--- config.mk ---
export PLATFORM = sky130hd
export DESIGN_NAME = lruht_cell
export DESIGN_NICKNAME = d
export VERILOG_FILES = /design/src/rtl/core/lruht_pkg.sv /design/src/rtl/core/lruht_cell.sv
export SDC_FILE = /design/constraint.sdc
export NUM_CORES = 1
export LEC_CHECK = 0
export ABC_AREA = 1
export BUFFER_PORTS_ARGS = -buffer_cell sky130_fd_sc_hd__buf_4
export CAP_MARGIN = 20
export CORE_ASPECT_RATIO = 0.75
export CORE_MARGIN = 2
export CORE_UTILIZATION = 50
export DETAILED_ROUTE_END_ITERATION = 16
export PLACE_DENSITY = 0.81
export SETUP_SLACK_MARGIN = 0.2
export SLEW_MARGIN = 30
export SYNTH_ARGS = -nofsm -noshare
export SYNTH_HDL_FRONTEND = slang
export SYNTH_SLANG_ARGS = --single-unit
--- constraint.sdc ---
create_clock -name clk -period 5.2 [get_ports clk]
set_input_delay 0 -clock clk [delete_from_list [all_inputs] [get_ports clk]]
set_output_delay 0 -clock clk [all_outputs]
set_load 0.02 [all_outputs]
--- src/rtl/core/lruht_pkg.sv ---
`timescale 1ns / 1ps

package lruht_pkg;

  // Control half of the token that walks down the cell chain.
  typedef struct packed {
    logic valid;    // token holds an access
    logic pending;  // a key is still being carried toward an older slot
    logic hit;      // lookup matched a held key
    logic ev;       // carried key fell off the old end
  } lruht_tok_ctl_t;

endpackage

--- src/rtl/core/lruht_cell.sv ---
`timescale 1ns / 1ps

// One slot of the recency chain. Slot IDX is the IDX-th most recent key.
// The token enters with a carried key; the slot takes the carry and hands
// its own key onward until the lookup key or an empty slot is met.
module lruht_cell import lruht_pkg::*; #(
  parameter int KEY_BITS = 32,
  parameter int IDX      = 0,
  parameter int LIM_W    = 9
) (
  input  logic                clk,
  input  logic                rst_n,
  input  logic                adv,
  input  logic [LIM_W-1:0]    lim,
  input  lruht_tok_ctl_t      ctl_i,
  input  logic [KEY_BITS-1:0] skey_i,
  input  logic [KEY_BITS-1:0] ckey_i,
  output lruht_tok_ctl_t      ctl_o,
  output logic [KEY_BITS-1:0] skey_o,
  output logic [KEY_BITS-1:0] ckey_o
);

  logic [KEY_BITS-1:0] key_r, key_nxt;
  logic                vld_r, vld_nxt;
  lruht_tok_ctl_t      ctl_r, ctl_nxt;
  logic [KEY_BITS-1:0] skey_r;
  logic [KEY_BITS-1:0] ckey_r, ckey_nxt;

  always_comb begin
    key_nxt  = key_r;
    vld_nxt  = vld_r;
    ctl_nxt  = ctl_i;
    ckey_nxt = ckey_i;
    if (ctl_i.valid && ctl_i.pending) begin
      if (vld_r && (key_r == skey_i)) begin
        // hit: this slot absorbs the carry, the chain above shifted by one
        key_nxt         = ckey_i;
        ctl_nxt.hit     = 1'b1;
        ctl_nxt.pending = 1'b0;
      end else if (vld_r) begin
        key_nxt  = ckey_i;
        ckey_nxt = key_r;
      end else if (IDX >= int'(lim)) begin
        // full at the limit: carry is the oldest key, drop it
        ctl_nxt.ev      = 1'b1;
        ctl_nxt.pending = 1'b0;
      end else begin
        key_nxt         = ckey_i;
        vld_nxt         = 1'b1;
        ctl_nxt.pending = 1'b0;
      end
    end
  end

  always_ff @(posedge clk) begin
    if (!rst_n) begin
      vld_r <= 1'b0;
      ctl_r <= '0;
    end else if (adv) begin
      vld_r <= vld_nxt;
      ctl_r <= ctl_nxt;
    end
  end

  always_ff @(posedge clk) begin
    if (adv) begin
      key_r  <= key_nxt;
      skey_r <= skey_i;
      ckey_r <= ckey_nxt;
    end
  end

  assign ctl_o  = ctl_r;
  assign skey_o = skey_r;
  assign ckey_o = ckey_r;

endmodule

==> results.tsv, run 1 <==
metric	value	unit
fmax	427	MHz
power_frac_comb	16.5	%
p_leak	2.61	nW
clk_latency	0.37	ns
die_x	108	µm
skew	0.0101	ns
hp-class	in2reg	
met2_length	5500	µm
io_pins	148	
crit_path_end	ckey_o[28]	
grt_pass1_wl	15700	µm
clk_pin_slew_worst_paths	0.10	ns
worstRegToRegCells	9	
wl_per_cell	16.1	µm
nets	623	
placed_cells	565	
wirelength	10500	µm
maxCapViolations	0	
drc_errors	0	
ys_seq_elements	101	
timing.rr.start	key_r[18]	
cp_cell_sequence	xnor2_1 > nand2_1 > nor2_1 > nand2_1 > nor2_2 > nand2_2 > nand2_8 > nand2_1 > nand2_1	
start_util	51.5	%
synth_cells	322	
final_cell_mix	buf_4, nand2_1, edfxtp_1	
path_common_cell	nand2_1	
period_needed	2.34	ns
cp.depth	9	
power_density	276	mW/mm²
io_buffers	147	
via_per_inst	4.97	
final_common_cell	buf_4	
holdCritStartpoint	adv	
tightest_slew	0.950	ns
ant_nets	0	
cp_max_fo	33	
sw_frac_of_total	25.3	%
r2r_end	ckey_o[28]	
cts_tree	yes	
drt_pre_antenna_iters	5	
core	0.00788	mm²
finalPower	1.70	mW
sequentialPowerShare	57.1	%
hold_slack	0.250	ns
ys_types	20	
yosys_warnings	0	
dp_hpwl	5840	µm
clockBufferDepth	2	
place_congestion	0.784	
die_h	82.1	µm
setup_tns	0	ns
finalNonFillerCells	653	
drive_above_1_share	30.7	%
grt_usage	24.3	%
grt_max_degree	71	
via_count	3245	
cp.required	5.43	ns
max_slew_margin	36.5	%
cp.arrival	2.58	ns
clock-root-buffer	clkbuf_8	
htree_levels	3	
crit_buf_inv	0	
clock_sinks	101	
first_global_vias	3262	
finalMaxSlewViolations	0	
status	finished clean	
p_switching	0.429	mW
syn_avg_cell_area	12.6	µm²
antenna_found_initial	0	
area_growth	51.6	%
crit_path_start_kind	flip-flop	
cp-end-kind	flip-flop	
grt-ovfl-total	0	
cts_setup_buffers	0	
r2r_slack	2.86	ns
top_layer	met4	
ys_async_sr_fraction	0	%
m1WireLength	4030	µm
startpoint	key_r[18]	
crit_path_top_delay_cell	nand2_2	
rsz0062_at_grt	false	
post-route-period-util	45.0	%
wl_met3	763	µm
syn-cell-area	0.00406	mm²
synth_edf_count	96	
finalHoldViolations	0	
first_iter_violations	179	
crit_type	reg2reg	
synth_ff_type	edfxtp_1	
cts_resized	0	
synth-seq-area-share	73.4	%
setup_violations	0	
intPower	1.27	mW
crit_family	simple AND/OR/NAND/NOR gates	
diodes	0	
rows	28	
dieArea	0.00887	mm²
p_clk_share	26.4	%
fin_util	78.1	%
syn_nets	402	
cts_buffers	9	
ir_worst_vdd	0.177	mV
max_stage_delay	0.46	ns
layout make-up:
| type | count | area, µm² |
|---|---|---|
| clock inverters | 7 | 50.0 |
| well taps | 105 | 131 |
| fillers | 462 | 1730 |
| inverters | 15 | 56.3 |
| multi-input cells | 197 | 970 |
| flip-flops and latches | 101 | 2980 |
| repair buffers | 219 | 1840 |
| clock buffers | 9 | 124 |
synth_stat cells, drive strengths merged, types with 2 or more instances:
cell / number / share of area [%]
a21oi: 4 / 0.49
edfxtp: 96 / 71
o21ai: 3 / 0.37
nand3: 34 / 4.2
inv: 15 / 1.4
dfxtp: 5 / 2.5
xnor2: 26 / 5.6
nor2: 15 / 1.6
nand2: 111 / 11
buf: 8 / 1.5
nor4: 2 / 0.31
power groups by stage:
stage	clock network, mW	registers (mW)	logic, mW
after floorplan	0	1.03	0.0496
after global placement	0	0.984	0.226
after detailed placement	0	0.986	0.230
after CTS	0.454	0.967	0.274
after global routing	0.481	0.974	0.300
final	0.448	0.968	0.280
metal layers:
metal	vias to the layer above	GRT usage [%]
met2	166	44.4
met1	1522	27.4
met3	21	5.95
met4	0	10.8
met5	-	0
li1	1536	-
worst min-delay path by stage:
stage	cells after the start	slack, ns	end
2_1_floorplan	0	0.1	key_r[0]
3_3_place_gp	1	0.19	key_r[27]
3_5_place_dp	1	0.19	key_r[7]
4_1_cts	3	0.25	ctl_o[3]
5_1_grt	1	0.30	ckey_o[5]
6_report	3	0.25	ctl_o[3]
registers in the layout, summed over array words and instances (netlist names):
signal  count
ckey_o     32
ctl_o       4
key_r      32
skey_o     32
vld_r       1
logic make-up (layout without fill, tap and decap cells):
group	Yosys count	count (layout)	synth area share (%)
buffers and inverters	24	250	2.99
AOI/OAI and AO/OA	8	8	1.05
xor gates and xnor gates	26	26	5.61
DFF	101	101	73.4
and+or+nand+nor	163	163	16.9
worst reg2reg max path, cell delays in order (launching register included):
cell and delay [ns]:
edfxtp_1 0.42, xnor2_1 0.16, nand2_1 0.07, nor2_1 0.21, nand2_1 0.11, nor2_2 0.15, nand2_2 0.46, nand2_8 0.43
nand2_1 0.09, nand2_1 0.10
through the flow:
step                      instance area (µm²)  worst slack [ns]
after floorplan                          4060              3.04
after global placement                   5240              2.99
after detailed placement                 5240              2.94
after CTS                                6130              2.90
after global routing                     6160              2.63
final                                    6160              2.86
repair_timing:
action,4_1_cts,5_1_grt
hold endpoints to repair,101,0
hold buffers,71,0
setup endpoints to repair,0,0
Note: power is estimated with default switching activity, not from simulation.
==> run 2, diff against run 1 <==
--- a/config.mk
+++ b/config.mk
@@ -5,14 +5,14 @@
 export SDC_FILE = /design/constraint.sdc
 export NUM_CORES = 1
 export LEC_CHECK = 0
-export ABC_AREA = 1
+export ABC_AREA = 0
 export BUFFER_PORTS_ARGS = -buffer_cell sky130_fd_sc_hd__buf_4
 export CAP_MARGIN = 20
 export CORE_ASPECT_RATIO = 0.75
 export CORE_MARGIN = 2
-export CORE_UTILIZATION = 50
+export CORE_UTILIZATION = 44
 export DETAILED_ROUTE_END_ITERATION = 16
-export PLACE_DENSITY = 0.81
+export PLACE_DENSITY = 0.76
 export SETUP_SLACK_MARGIN = 0.2
 export SLEW_MARGIN = 30
 export SYNTH_ARGS = -nofsm -noshare
==> constraint.sdc (replaced) <==
create_clock -name clk -period 1.88 [get_ports clk]
set_input_delay 0 -clock clk [delete_from_list [all_inputs] [get_ports clk]]
set_output_delay 0 -clock clk [all_outputs]
set_load 0.02 [all_outputs]
==> results.tsv, run 2 <==
metric	value	unit	change
status	complete, but fails checks		
violations	negative setup slack		
drt_pre_antenna_iters	4		-1
fmax	506	MHz	+19%
place_congestion	0.760		-3.0%
clockBufferDepth	2		unchanged
finalPower	5.07	mW	+200%
io_buffers	147		unchanged
ys_seq_elements	101		unchanged
drive_above_1_share	48.8	%	+18 points
synthXorXnorAreaFrac	7.24	%	+1.6 points
tightest_slew	0.924	ns	-0.0258 ns
skew	0.00598	ns	-0.00415 ns
dp_hpwl	6110	µm	+4.7%
synth-seq-area-share	77.0	%	+3.6 points
final_area	0.00623	mm²	+1.1%
via_per_inst	4.86		-2.1%
core	0.00849	mm²	+7.7%
synth.area.top_cells	edfxtp_1, mux2_2, xnor2_1		
synth-simple-area-share	3.23	%	-14 points
synth_most_common_cell	edfxtp_1		
p_leak	2.41	nW	-7.6%
cts_buffers	9		unchanged
area_growth	60.7	%	
cp_cell_sequence	xnor2_1 > nand4_1 > nor4_2 > buf_4 > a21boi_4 > buf_12 > mux2_4		
syn_avg_cell_area	19.5	µm²	+54%
synth_top_area_share	74.4	%	+3.4 points
clk_pin_slew_worst_paths	0.07	ns	-0.03 ns
cts_tree	yes		
finalMaxSlewViolations	0		unchanged
worstRegToRegCells	7		-2
grt_max_degree	73		+2.8%
nets	517		-17%
first_global_vias	2828		-13%
period_needed	1.97	ns	-0.366 ns
rows	29		+3.6%
synth_cells	199		-38%
cp.arrival	2.07	ns	-0.51 ns
clk_latency	0.34	ns	-0.03 ns
wirelength	9630	µm	-8.5%
syn_nets	279		-31%
htree_levels	3		unchanged
ys_async_sr_fraction	0	%	unchanged
rsz0062_at_grt	true		
synth_edf_count	96		unchanged
clock_sinks	101		unchanged
cp-end-kind	flip-flop		
ir_worst_vdd	0.612	mV	+250%
grt_usage	20.2	%	-4.1 points
crit_path_top_delay_cell	edfxtp_1		
cp_max_fo	13		-61%
cp.required	1.97	ns	-3.46 ns
maxCapViolations	0		unchanged
ys_types	23		+15%
dieArea	0.00958	mm²	+8.0%
yosys_warnings	0		unchanged
via_count	2670		-18%
setup_slack	-0.0946	ns	-2.95 ns
final_cell_mix	buf_4, edfxtp_1, dlygate4sd3_1		
first_iter_violations	68		-62%
start_util	45.6	%	-5.9 points
whs_path_depth	5		+2
grt_pass1_wl	14600	µm	-7.0%
place_area	0.00519	mm²	-1.0%
post-route-period-util	105	%	+60 points
diodes	0		unchanged
grt-ovfl-total	0		unchanged
synth_ff_type	edfxtp_1		
crit_type	reg2reg		
clock-root-buffer	clkbuf_16		
ant_nets	0		unchanged
final_common_cell	buf_4		
synth_compound_area_share	1.71	%	+0.66 points
synth_top_family_by_area	multiplexers		
max_slew_margin	38.4	%	+1.9 points
power_density	814	mW/mm²	+200%
synth-adder-area-share	0	%	unchanged
antenna_found_initial	0		unchanged
die_h	85.3	µm	+3.9%
synth_top_area_cell	edfxtp_1		
drc_errors	0		unchanged
wl_per_cell	17.5	µm	+8.9%
max_stage_delay	0.41	ns	-0.05 ns
syn-cell-area	0.00387	mm²	-4.6%
setup_tns	-2.18	ns	-2.18 ns
setup_violations	32		+32
die_x	112	µm	+4.0%
crit_path_start_kind	flip-flop		
synth_commonest_cells	edfxtp_1, xnor2_1, mux2_2		
hp-class	in2reg		
finalHoldViolations	0		unchanged
io_pins	148		unchanged
synthMuxAreaShare	9.75	%	+9.8 points
[run 2: cell families after synthesis]
logic type,Yosys count
multiplexers,33
AO/OA/AOI/OAI,10
buffers and inverters,5
AND/OR/NAND/NOR,18
XOR/XNOR,32
flip-flops,101
[run 2: timing repair]
item | in CTS | in global routing
setup endpoints to repair | 65 | 67
pin swaps | 10 | 4
resized for setup | 9 | 3
buffers inserted | 1 | 0
endpoints found under the hold margin | 100 | 0
hold buffers | 70 | 0
cloned | 2 | 0
[run 2: critical path: cells and delay by family (launching register included)]
family          cells  cell delay, ns
compound gates      1            0.08
xor+xnor            1            0.16
buf+inv             2            0.33
flops               1            0.41
mux                 1            0.29
simple gates        2            0.46
[run 2: layout make-up]
class | count | area (µm²)
Sequential cell | 101 | 2980
Fill cell | 554 | 2260
Timing Repair Buffer | 229 | 1930
Multi-Input combinational cell | 95 | 921
Clock buffer | 9 | 225
Tap cell | 108 | 135
Clock inverter | 6 | 31.3
Inverter | 1 | 3.75
[run 2: power by group]
| part | internal [mW] | switching, mW |
|---|---|---|
| combinational | 0.419 | 0.339 |
| sequential | 2.62 | 0.0555 |
| clock | 0.873 | 0.758 |
[run 2: metal layers]
metal  vias up  track usage, %  wire length [µm]
met1      1283            25.0              4000
met4         0            6.32               147
met3        13            7.21               787
li1       1258               -                 -
met5         -               0                 0
met2       116            33.9              4690
[run 2: through the flow]
| step | setup WS (ns) | hold WS (ns) | std cells | util [%] |
|---|---|---|---|---|
| after detailed placement | -0.150 | 0.188 | 461 | 61.1 |
| after CTS | -0.142 | 0.274 | 549 | 73.1 |
| final | -0.0946 | 0.305 | 549 | 73.3 |
| after floorplan | 0.0465 | 0.0989 | 199 | - |
| after global placement | -0.118 | 0.186 | 461 | 61.1 |
| after global routing | -0.212 | 0.322 | 549 | 73.3 |
[run 2: path summary, 6_finish.rpt]
check / endpoint / slack (ns) / start
setup / recovery: ckey_o[28] / -0.09 / key_r[28]
hold / removal: vld_r / 0.31 / lim[8]
setup reg to reg: ckey_o[28] / -0.09 / key_r[28]
hold reg to reg: ctl_o[1] / 0.54 / ctl_o[1]
